`src/rtl/core/cle_pkg.sv`:
```
// ============================================================================
// cle_pkg - console line editor shared types and codes
// Transfer payload structs, request/result codes and character constants.
// ============================================================================
package cle_pkg;

    // request modes
    localparam logic [1:0] MODE_RX   = 2'd0;
    localparam logic [1:0] MODE_READ = 2'd1;
    localparam logic [1:0] MODE_TX   = 2'd2;

    // transmit kinds
    localparam logic [2:0] KIND_NONE  = 3'd0;
    localparam logic [2:0] KIND_BYTE  = 3'd1;
    localparam logic [2:0] KIND_ERASE = 3'd2;
    localparam logic [2:0] KIND_BELL  = 3'd3;
    localparam logic [2:0] KIND_CRLF  = 3'd4;

    // status codes
    localparam logic [1:0] ST_OK      = 2'd0;
    localparam logic [1:0] ST_NO_LINE = 2'd1;
    localparam logic [1:0] ST_REFUSED = 2'd2;

    // characters
    localparam logic [7:0] CH_NUL    = 8'h00;
    localparam logic [7:0] CH_BS     = 8'h08;
    localparam logic [7:0] CH_TAB    = 8'h09;
    localparam logic [7:0] CH_LF     = 8'h0A;
    localparam logic [7:0] CH_CR     = 8'h0D;
    localparam logic [7:0] CH_CTRL_U = 8'h15;
    localparam logic [7:0] CH_CTRL_W = 8'h17;
    localparam logic [7:0] CH_SPACE  = 8'h20;
    localparam logic [7:0] CH_DEL    = 8'h7F;

    localparam int ERASE_W = 7;

    typedef struct packed {
        logic [1:0] mode;
        logic [7:0] data_byte;
    } t_in;

    typedef struct packed {
        logic [2:0]         tx_kind;
        logic [7:0]         tx_byte;
        logic [ERASE_W-1:0] erase_count;
        logic [7:0]         read_byte;
        logic [1:0]         status;
    } t_out;

    // whitespace: HT..CR and space
    function automatic logic is_blank(input logic [7:0] c);
        return ((c >= CH_TAB) && (c <= CH_CR)) || (c == CH_SPACE);
    endfunction

endpackage

```
`src/rtl/core/cle_ram.sv`:
```
// ============================================================================
// cle_ram - simple dual-port RAM
// One write port, one read port, read data registered.
// ============================================================================
module cle_ram #(
    parameter int WIDTH = 8,
    parameter int DEPTH = 128
) (
    input  logic                     i_clk,
    input  logic                     i_we,
    input  logic [$clog2(DEPTH)-1:0] i_waddr,
    input  logic [WIDTH-1:0]         i_wdata,
    input  logic [$clog2(DEPTH)-1:0] i_raddr,
    output logic [WIDTH-1:0]         o_rdata
);

    logic [WIDTH-1:0] r_mem [DEPTH];
    logic [WIDTH-1:0] r_rdata;

    always_ff @(posedge i_clk) begin
        if (i_we) begin
            r_mem[i_waddr] <= i_wdata;
        end
        r_rdata <= r_mem[i_raddr];
    end

    assign o_rdata = r_rdata;

endmodule

```
`src/rtl/core/console_line_editor.sv`:
```
// ============================================================================
// console_line_editor - serial console line editor on a ring buffer
// Builds one edited input line in a DEPTH-entry ring store, hands it out
// byte by byte, and formats transmit bytes.
// ============================================================================
// One request is taken at a time and each gives exactly one result. Plain
// received bytes, editing keys other than Ctrl-W, and transmit bytes go
// from idle straight to the finish state; a line read passes through one
// RAM read state; Ctrl-W walks the word backwards through the store's
// single read port one entry per cycle until a blank stops the walk or
// the line empties. The result sits in an output register, so the next
// request is accepted while a finished result still waits to be taken.
// Backspace/DEL on an empty line rings the bell; a plain byte on a full
// line (DEPTH-1 characters, one entry is kept for the newline) rings the
// bell and is dropped; CR stores LF and marks the line ready, and received
// bytes are refused until the line has been read out. The store has no
// reset: only entries written since reset are ever read.
// ============================================================================
module console_line_editor #(
    parameter int DEPTH = 128
) (
    input  logic          i_clk,
    input  logic          i_rst_n,
    input  logic          i_in_valid,
    output logic          o_in_stall,
    input  cle_pkg::t_in  i_in_data,
    output logic          o_out_valid,
    input  logic          i_out_stall,
    output cle_pkg::t_out o_out_data
);

    import cle_pkg::*;

    localparam int AW = $clog2(DEPTH);
    localparam int CW = $clog2(DEPTH + 1);
    localparam logic [AW-1:0] LAST_IX = AW'(DEPTH - 1);
    localparam logic [AW-1:0] WRAP_ADD = AW'(DEPTH);
    localparam logic [CW-1:0] FULL_CNT = CW'(DEPTH - 1);
    localparam logic [CW-1:0] ONE_CNT = CW'(1);

    typedef enum logic [1:0] {
        S_IDLE,
        S_READ,
        S_WORD,
        S_FIN
    } t_state;

    t_state         r_state;
    logic [AW-1:0]  r_rp;
    logic [AW-1:0]  r_wp;
    logic [CW-1:0]  r_cnt;
    logic           r_ready;
    t_out           r_res;     // result being built
    t_out           r_out;     // output register
    logic           r_ovalid;

    logic           in_xfer;
    logic           rx_store;
    logic [AW-1:0]  wp_prev;
    logic [AW-1:0]  wp_prev2;
    logic [AW-1:0]  wp_next;
    logic [AW-1:0]  rp_next;
    logic [AW:0]    wp_diff;
    logic [AW-1:0]  wp_clear;
    logic [AW-1:0]  ram_raddr;
    logic [7:0]     ram_wdata;
    logic [7:0]     ram_rdata;

    function automatic logic [AW-1:0] prev_ix(input logic [AW-1:0] i);
        return (i == '0) ? LAST_IX : i - AW'(1);
    endfunction

    function automatic logic [AW-1:0] next_ix(input logic [AW-1:0] i);
        return (i == LAST_IX) ? '0 : i + AW'(1);
    endfunction

    // result word with no read byte
    function automatic t_out make_res(input logic [2:0]         kind,
                                      input logic [7:0]         txb,
                                      input logic [ERASE_W-1:0] ecnt,
                                      input logic [1:0]         st);
        t_out res;
        res             = '0;
        res.tx_kind     = kind;
        res.tx_byte     = txb;
        res.erase_count = ecnt;
        res.status      = st;
        return res;
    endfunction

    assign in_xfer    = i_in_valid && (r_state == S_IDLE);
    assign o_in_stall = (r_state != S_IDLE);

    assign wp_prev  = prev_ix(r_wp);
    assign wp_prev2 = prev_ix(wp_prev);
    assign wp_next  = next_ix(r_wp);
    assign rp_next  = next_ix(r_rp);

    // Ctrl-U rewind: wp - cnt modulo DEPTH (cnt < DEPTH while editing)
    assign wp_diff  = {1'b0, r_wp} - {1'b0, r_cnt[AW-1:0]};
    assign wp_clear = wp_diff[AW] ? (wp_diff[AW-1:0] + WRAP_ADD) : wp_diff[AW-1:0];

    // Store write: CR (as LF) always fits, other plain bytes only below full
    always_comb begin
        rx_store = 1'b0;
        if (in_xfer && (i_in_data.mode == MODE_RX) && !r_ready) begin
            if (i_in_data.data_byte == CH_CR) begin
                rx_store = 1'b1;
            end else if ((i_in_data.data_byte != CH_BS) &&
                         (i_in_data.data_byte != CH_DEL) &&
                         (i_in_data.data_byte != CH_CTRL_W) &&
                         (i_in_data.data_byte != CH_CTRL_U) &&
                         (r_cnt < FULL_CNT)) begin
                rx_store = 1'b1;
            end
        end
    end

    assign ram_wdata = (i_in_data.data_byte == CH_CR) ? CH_LF : i_in_data.data_byte;

    // Read address: the word walk looks one entry further back each cycle,
    // a line read fetches at the read pointer, Ctrl-W starts at the last byte
    always_comb begin
        if (r_state == S_WORD) begin
            ram_raddr = wp_prev2;
        end else if (i_in_data.mode == MODE_READ) begin
            ram_raddr = r_rp;
        end else begin
            ram_raddr = wp_prev;
        end
    end

    // Writes happen only on accept in idle; any read of that entry comes
    // later, only after S_FIN, so no forwarding is needed.
    cle_ram #(
        .WIDTH (8),
        .DEPTH (DEPTH)
    ) u_line_store (
        .i_clk   (i_clk),
        .i_we    (rx_store),
        .i_waddr (r_wp),
        .i_wdata (ram_wdata),
        .i_raddr (ram_raddr),
        .o_rdata (ram_rdata)
    );

    always_ff @(posedge i_clk) begin
        if (!i_rst_n) begin
            r_state  <= S_IDLE;
            r_rp     <= '0;
            r_wp     <= '0;
            r_cnt    <= '0;
            r_ready  <= 1'b0;
            r_ovalid <= 1'b0;
        end else begin
            // S_FIN reloads the output register itself
            if (r_ovalid && !i_out_stall && (r_state != S_FIN)) begin
                r_ovalid <= 1'b0;
            end
            case (r_state)
                S_IDLE: begin
                    if (i_in_valid) begin
                        case (i_in_data.mode)
                            MODE_RX: begin
                                if (r_ready) begin
                                    r_res   <= make_res(KIND_NONE, CH_NUL, '0, ST_REFUSED);
                                    r_state <= S_FIN;
                                end else if (i_in_data.data_byte == CH_CR) begin
                                    r_wp    <= wp_next;
                                    r_cnt   <= r_cnt + ONE_CNT;
                                    r_ready <= 1'b1;
                                    r_res   <= make_res(KIND_CRLF, CH_NUL, '0, ST_OK);
                                    r_state <= S_FIN;
                                end else if ((i_in_data.data_byte == CH_BS) ||
                                             (i_in_data.data_byte == CH_DEL)) begin
                                    r_state <= S_FIN;
                                    if (r_cnt == '0) begin
                                        r_res <= make_res(KIND_BELL, CH_NUL, '0, ST_OK);
                                    end else begin
                                        r_wp  <= wp_prev;
                                        r_cnt <= r_cnt - ONE_CNT;
                                        r_res <= make_res(KIND_ERASE, CH_NUL,
                                                          ERASE_W'(1), ST_OK);
                                    end
                                end else if (i_in_data.data_byte == CH_CTRL_W) begin
                                    r_res <= '0;
                                    if (r_cnt != '0) begin
                                        r_state <= S_WORD;
                                    end else begin
                                        r_state <= S_FIN;
                                    end
                                end else if (i_in_data.data_byte == CH_CTRL_U) begin
                                    r_state <= S_FIN;
                                    if (r_cnt != '0) begin
                                        r_wp  <= wp_clear;
                                        r_cnt <= '0;
                                        r_res <= make_res(KIND_ERASE, CH_NUL,
                                                          ERASE_W'(r_cnt), ST_OK);
                                    end else begin
                                        r_res <= '0;
                                    end
                                end else if (r_cnt >= FULL_CNT) begin
                                    r_res   <= make_res(KIND_BELL, CH_NUL, '0, ST_OK);
                                    r_state <= S_FIN;
                                end else begin
                                    r_wp    <= wp_next;
                                    r_cnt   <= r_cnt + ONE_CNT;
                                    r_res   <= make_res(KIND_BYTE, i_in_data.data_byte,
                                                        '0, ST_OK);
                                    r_state <= S_FIN;
                                end
                            end
                            MODE_READ: begin
                                if (!r_ready || (r_cnt == '0)) begin
                                    r_res   <= make_res(KIND_NONE, CH_NUL, '0, ST_NO_LINE);
                                    r_state <= S_FIN;
                                end else begin
                                    r_res   <= '0;
                                    r_state <= S_READ;
                                end
                            end
                            MODE_TX: begin
                                r_state <= S_FIN;
                                if (i_in_data.data_byte == CH_LF) begin
                                    r_res <= make_res(KIND_CRLF, CH_NUL, '0, ST_OK);
                                end else if (i_in_data.data_byte != CH_NUL) begin
                                    r_res <= make_res(KIND_BYTE, i_in_data.data_byte,
                                                      '0, ST_OK);
                                end else begin
                                    r_res <= '0;
                                end
                            end
                            default: begin
                                r_res   <= '0;
                                r_state <= S_FIN;
                            end
                        endcase
                    end
                end
                S_READ: begin
                    // pop one line byte; draining the line re-opens editing
                    r_res.read_byte <= ram_rdata;
                    r_rp            <= rp_next;
                    r_cnt           <= r_cnt - ONE_CNT;
                    if (r_cnt == ONE_CNT) begin
                        r_ready <= 1'b0;
                    end
                    r_state <= S_FIN;
                end
                S_WORD: begin
                    // ram_rdata is the entry just before the write pointer
                    if (is_blank(ram_rdata)) begin
                        r_state <= S_FIN;
                    end else begin
                        r_wp  <= wp_prev;
                        r_cnt <= r_cnt - ONE_CNT;
                        r_res <= make_res(KIND_ERASE, CH_NUL,
                                          r_res.erase_count + ERASE_W'(1), ST_OK);
                        if (r_cnt == ONE_CNT) begin
                            r_state <= S_FIN;
                        end
                    end
                end
                S_FIN: begin
                    if (!r_ovalid || !i_out_stall) begin
                        r_out    <= r_res;
                        r_ovalid <= 1'b1;
                        r_state  <= S_IDLE;
                    end
                end
                default: begin
                    r_state <= S_IDLE;
                end
            endcase
        end
    end

    assign o_out_valid = r_ovalid;
    assign o_out_data  = r_out;

`ifndef NO_ASSERTIONS
    a_cnt_bound: assert property (@(posedge i_clk) disable iff (!i_rst_n)
        r_cnt <= CW'(DEPTH))
        else $error("character count exceeds store depth");

    a_ready_nonempty: assert property (@(posedge i_clk) disable iff (!i_rst_n)
        r_ready |-> (r_cnt != '0))
        else $error("line ready with empty store");

    a_edit_room: assert property (@(posedge i_clk) disable iff (!i_rst_n)
        !r_ready |-> (r_cnt < CW'(DEPTH)))
        else $error("editing line has no room for newline");

    a_word_nonempty: assert property (@(posedge i_clk) disable iff (!i_rst_n)
        (r_state == S_WORD) |-> (r_cnt != '0))
        else $error("word erase walking an empty line");

    a_busy_after_xfer: assert property (@(posedge i_clk) disable iff (!i_rst_n)
        (i_in_valid && !o_in_stall) |=> o_in_stall)
        else $error("input transfer did not start processing");
`endif

endmodule

```
`config.mk`:
```
export PLATFORM = sky130hd
export DESIGN_NAME = console_line_editor
export DESIGN_NICKNAME = d
export VERILOG_FILES = /design/src/rtl/core/cle_pkg.sv /design/src/rtl/core/cle_ram.sv /design/src/rtl/core/console_line_editor.sv
export SDC_FILE = /design/constraint.sdc
export NUM_CORES = 2
export LEC_CHECK = 0
export ABC_AREA = 1
export BUFFER_PORTS_ARGS = -buffer_cell sky130_fd_sc_hd__buf_2
export CORE_UTILIZATION = 43
export DETAILED_ROUTE_END_ITERATION = 10
export SLEW_MARGIN = 20
export SYNTH_ARGS = -nofsm -noshare
export SYNTH_HDL_FRONTEND = slang
export SYNTH_SLANG_ARGS = --single-unit
```
`constraint.sdc`:
```
create_clock -name i_clk -period 5.79 [get_ports i_clk]
set_clock_uncertainty 0.1 [all_clocks]
set_input_delay 1.158 -clock i_clk [delete_from_list [all_inputs] [get_ports i_clk]]
set_output_delay 1.158 -clock i_clk [all_outputs]
set_load 0.01 [all_outputs]
```
# Word level (Yosys, flattened, before mapping)

Memory sizes are Yosys's and may differ from the RTL's. A register that Yosys moved wholly into a read port is not among the register bits.
Index checks and enable logic that the tools add are counted.

Flip-flop bits (word level): 82
Memory bits (writable): 1024
Input port bits: 14
Output and inout bits: 30
Memories kept: 1

Memory list:

| name               | words | width | rd ports | clocked after memory_dff | wr ports | RTL line      | text |
|---|---|---|---|---|---|---|---|
| u_line_store.r_mem | 128   | 8     | 1        | 1                        | 1        | cle_ram.sv:17 | `logic [WIDTH-1:0] r_mem [DEPTH];` |

$add $sub $neg: 8
Magnitude comparators: 4
Equal/unequal tests: 31
Multiplexer cells: 74
Reduce and logical (&&, ||, !) cells: 35

Operator list:

| operator            | count |
|---|---|
| $mux 28             | 8 |
| $mux 7              | 17 |
| $mux 8              | 12 |
| $pmux 28 s3         | 1 |
| $mux 27             | 2 |
| $mux 26             | 2 |
| $pmux 8 s3          | 2 |
| $pmux 18 s2         | 1 |
| $eq 8x4->1 const B  | 3 |
| $add 7x1->7 const B | 3 |
| $mux 2              | 9 |
| $reduce_and 9->1    | 2 |
| $eq 8x5->1 const B  | 2 |
| $ne 8x5->1 const B  | 2 |
| $reduce_bool 8->1   | 2 |
| $mux 1              | 15 |
| $eq 7x7->1 const B  | 2 |
| $logic_not 7->1     | 2 |
| $pmux 7 s2          | 1 |
| $sub 7x1->7 const B | 2 |
| $ne 2x2->1 const B  | 6 |
| $reduce_and 4->1    | 3 |
| $logic_and 1x1->1   | 10 |
| $ne 5x5->1 const B  | 2 |
| 27 further kinds    | 41 |

# Depth between registers and ports, before layout

Word-level depth: 11
Depth in mapped cells: 22
Gate-level depth less buffers: 19

# Modules after synthesis

From an unflattened synthesis, not the netlist that was laid out.

Cells, all modules: 4258
Area, all modules: 47242.8 sq um

By module, submodules not included:

| module              | instances | cells each | area each (sq um) | sequential area each (sq um) |
|---|---|---|---|---|
| cle_ram             | 1         | 3575       | 42104.1           | 30909.6 |
| console_line_editor | 1         | 683        | 5138.7            | 2202.1 |

# Least setup slack after synthesis

Ideal clock, no wire load.

Kind: input to register
From: input i_in_data[6] (netlist bit)
To: memory u_line_store.r_mem[0][0] (data pin)
Arrival: 4572 ps
Data required time: 4894 ps
Path slack: 322 ps
Stages: 6
Buffers on the path: 0
Cells stage by stage: inv_1 -> nand2_1 -> nor3_1 -> nand3_1 -> inv_1 -> nor2_1

Cells in the longest elaborated chain, start to end: 2

Ends and longest elaborated chain:

| what             | RTL line                   | text |
|---|---|---|
| start, declared  | console_line_editor.sv:26  | `input cle_pkg::t_in i_in_data,` |
| $eq 8x4->1       | console_line_editor.sv:119 | `assign ram_wdata = (i_in_data.data_byte == CH_CR) ? CH_LF : i_in_data.data_byte;` |
| $mux 8           | console_line_editor.sv:119 |  |
| via ram_wdata[0] | console_line_editor.sv:66  | `logic [7:0] ram_wdata;` |
| end, declared    | cle_ram.sv:17              |  |

The timed path passes the listed nets, and every way through them passes these cells.

# Worst setup path in the final report

From: register r_wp[1]
To: register u_line_store.r_rdata[5] (netlist: u_line_store.o_rdata[5]) (read register of u_line_store.r_mem)

Cells in the longest elaborated chain, start to end: 5
Elaborated cells between the ends (all ways): 8
Those cells by class: add/sub (2); mux (4); reduce/logical (2)

Ends and longest elaborated chain:

| what                                                  | RTL line                   | text |
|---|---|---|
| start, declared                                       | console_line_editor.sv:50  | `logic [AW-1:0] r_wp;` |
| start signal, assigned                                | console_line_editor.sv:169 | `r_wp <= wp_next;` |
| start signal, assigned                                | console_line_editor.sv:180 | `r_wp <= wp_prev;` |
| start signal, assigned                                | console_line_editor.sv:195 | `r_wp <= wp_clear;` |
| $sub 7x1->7 / $logic_not 7->1 (equally long branches) | console_line_editor.sv:70  | `return (i == '0) ? LAST_IX : i - AW'(1);` |
| $mux 7 *                                              | console_line_editor.sv:70  |  |
| $sub 7x1->7 / $logic_not 7->1 (equally long branches) | console_line_editor.sv:70  |  |
| $mux 7                                                | console_line_editor.sv:70  |  |
| $mux 7 *                                              | console_line_editor.sv:124 | `if (r_state == S_WORD) begin` |
| end, declared                                         | cle_ram.sv:18              | `logic [WIDTH-1:0] r_rdata;` |

Mark *: on every way between the ends. The rest lies on a longest branch, timed or not.
A chain may end at the register's enable or synchronous reset.

==> results.sh <==
export IMPL_synth_cells=4369
export IMPL_yosysTopAreaCell="edfxtp_1"
export IMPL_gp_congestion=0.8978
export IMPL_synthesis_nets=4406
export IMPL_fillers=10033
export IMPL_r2r_start="r_wp[1]$_SDFFE_PN0P_"
export IMPL_r2r_end="u_line_store.o_rdata[5]$_DFF_P_"
export IMPL_row_count=122
export IMPL_power_leakage_nw=19.24
export IMPL_grt_remaining_overflow=0
export IMPL_nets=4337
export IMPL_endpoint="u_line_store.o_rdata[5]$_DFF_P_"
export IMPL_rsz0062_at_grt="no"
export IMPL_grt_pass1_wl_um=198000
export IMPL_start_util_pct=43.60
export IMPL_critical_path_cell_count=17
export IMPL_ys_top_cells_by_area="edfxtp_1 67%, nand3_1 12%, nand2_1 7.6%, buf_2 2.1%, nor2_1 1.5%"
export IMPL_detail_route_antenna_nets=0
export IMPL_critPathKind="reg2reg"
export IMPL_setup_viol=0
export IMPL_fmax_ghz=0.2158
export IMPL_drive_above_1_share_pct=7.075
export IMPL_cpPeakStageDelay_ns=0.68
export IMPL_grt_pass1_vias=31620
export IMPL_cts_sinks=1114
export IMPL_final_cells=5885
export IMPL_setup_ws_ns=1.155
export IMPL_reg2reg_slack_ns=1.16
export IMPL_design_area_mm2=0.05368
export IMPL_ys_warn_count=0
export IMPL_synth_mux_area_share_pct=0
export IMPL_cellPowerDensity_mw_per_mm2=561.5
export IMPL_grt_max_degree=202
export IMPL_synth_compound_area_share_pct=1.914
export IMPL_core_area_mm2=0.1111
export IMPL_holdWs_ns=0.3107
export IMPL_die_h_um=337.7
export IMPL_cp_num_buf_inv=4
export IMPL_hold_viol_final=0
export IMPL_synth_fa_ha_area_share_pct=0.6095
export IMPL_ios=44
export IMPL_hold_class="reg2reg"
export IMPL_path_cells="inv_1, ha_1, inv_1, nor2_1, nor2_1, nand2_1, xor2_1, inv_1, nand3_2, nand2_4, buf_4, nand3_1, nand3_1, nand3_1, nand3_1, nand3_1, nand2_1"
export IMPL_post_cts_setup_buffers=0
export IMPL_synthDominantCellAreaShare_pct=66.94
export IMPL_ys_types=52
export IMPL_drv_cap=0
export IMPL_drc_errors=0
export IMPL_placed_cell_area_mm2=0.04998
export IMPL_ctsResizeCount=0
export IMPL_die_x_um=337.7
export IMPL_cts_tree="yes"
export IMPL_ir_drop_mv=0.5932
export IMPL_final_util_pct=48.31
export IMPL_clockBufferDepth=3
export IMPL_drv_slew=0
export IMPL_path_clk_slew_ns=0.06
export IMPL_cts_made_buffers=115
export IMPL_via_per_inst=5.646
export IMPL_regArea_mm2=0.03311
export IMPL_worst_pin_slew_ns=1.096
export IMPL_multi_input_area_mm2=0.01327
export IMPL_hpwlAfterDp_um=74730
export IMPL_crit_path_end_kind="flip-flop"
export IMPL_clockRootBuffer="clkbuf_16"
export IMPL_synth_edf_count=1080
export IMPL_drt_iter0_drc=3836
export IMPL_tns_ns=0
export IMPL_wire_per_inst_um=22.38
export IMPL_hold_buffers=0
export IMPL_vias=33225
export IMPL_clk_latency_ns=0.70
export IMPL_pre_cts_slack_ns=0.6046
export IMPL_min_period_ns=4.635
export IMPL_status="completed"
export IMPL_place_inst=5671
export IMPL_reg2reg_depth=17
export IMPL_drtPass1Iterations=6
export IMPL_synth_top_family_by_area="simple AND/OR/NAND/NOR gates"
export IMPL_synth_async_sr_flop_share_pct=0
export IMPL_ys_flop_type="edfxtp_1"
export IMPL_synth_simple_gate_area_share_pct=24.36
export IMPL_cp_startpoint="r_wp[1]$_SDFFE_PN0P_"
export IMPL_die_area_mm2=0.1140
export IMPL_cp_data_arrival_time_ns=5.18
export IMPL_timing_critical_path_fanout_max=36
export IMPL_avgSynthCellArea_um2=11.09
export IMPL_wl_um=131700
export IMPL_synthTopCellsByCount="1187 x nand3_1, 1080 x edfxtp_1, 983 x nand2_1"
export IMPL_start_kind="flip-flop"
export IMPL_critical_path_top_delay_family="simple AND/OR/NAND/NOR gates"
export IMPL_antenna_found_initial=1
export IMPL_h_tree_depth=3
export IMPL_finalCritPeriodShare_pct=80.05
export IMPL_power_mw=30.14
export IMPL_synth_seq_cells=1114
export IMPL_cpMaxStageDelayCell="nand3_2"
export IMPL_path_common_cell="nand3_1"
export IMPL_gr_usage_all_layers_pct=22.93
export IMPL_area_delta_synth_final_pct=10.81
export IMPL_io_buffers=43
export IMPL_cp_required_ns=6.33
export IMPL_ys_seq_area_share_pct=68.35
export IMPL_synth_xor_area_share_pct=0.3435
export IMPL_syn_area_mm2=0.04845
export IMPL_slew_headroom_pct=26.96
export IMPL_synth_most_common_cell="nand3_1"
==> registers in the layout (all words and copies together), names as in the netlist, 2 cells and up <==
name / cells
u_line_store.r_mem: 1024
o_out_data: 28
u_line_store.o_rdata: 8
r_res: 28
r_cnt: 8
r_wp: 7
r_rp: 7
r_state: 2
==> metal layers <==
metal | track usage, % | routed length (um)
met4 | 5.776 | 3016
met3 | 3.275 | 9286
met5 | 0 | 0
met2 | 36.93 | 62290
met1 | 32.63 | 57100
==> report_power, final <==
part	total [mW]	internal [mW]	switching [mW]
registers	9.25	9.06	0.186
logic	13.6	3.71	9.85
clock network	7.34	4.22	3.11
total	30.1	17.0	13.1
==> logic make-up (layout without fill, tap and decap cells) <==
group | count (synthesis) | in the layout
compound gates | 161 | 161
xor+xnor | 19 | 19
fa+ha+maj | 23 | 23
buf+inv | 476 | 503
flops | 1114 | 1114
other cells | 0 | 1
simple gates | 2576 | 2576
==> layout by cell type (no fill, tap or decap), types with 11 or more instances in the layout <==
| cell | n |
|---|---|
| nand3b_1 | 82 |
| o21ai_0 | 52 |
| clkinv_2 | 12 |
| nand3_1 | 1186 |
| nand2_1 | 982 |
| buf_4 | 56 |
| clkbuf_16 | 115 |
| buf_12 | 24 |
| clkbuf_1 | 34 |
| xor2_1 | 12 |
| a21oi_1 | 62 |
| bufinv_16 | 12 |
| o22ai_1 | 11 |
| nand4_1 | 60 |
| edfxtp_1 | 1080 |
| inv_1 | 164 |
| and2_1 | 18 |
| nor3_1 | 23 |
| clkinv_1 | 23 |
| dfxtp_1 | 34 |
| ha_1 | 22 |
| nor2_1 | 191 |
| buf_2 | 38 |
==> how the worst min path moves through the flow <==
stage	start	endpoint	depth (start not counted)
finish	r_res[1]$_SDFFCE_PP0P_	o_out_data[1]$_DFFE_PP_	0
global route	r_res[1]$_SDFFCE_PP0P_	o_out_data[1]$_DFFE_PP_	0
CTS	r_res[1]$_SDFFCE_PP0P_	o_out_data[1]$_DFFE_PP_	0
detailed placement	r_res[1]$_SDFFCE_PP0P_	o_out_data[1]$_DFFE_PP_	0
global placement	r_res[25]$_SDFFCE_PP0P_	o_out_data[25]$_DFFE_PP_	0
floorplan	r_res[0]$_SDFFCE_PP0P_	o_out_data[0]$_DFFE_PP_	0
==> area by class of cell <==
type,count,share of cell area (%)
Sequential cell,1114,61.68
Tap cell,1488,3.468
Timing Repair Buffer,118,2.032
Multi-Input combinational cell,2779,24.72
Clock inverter,62,1.245
Clock buffer,151,5.650
Antenna cell,1,0.004661
Inverter,172,1.203
No activity file was read; power rests on OpenSTA's default activity.
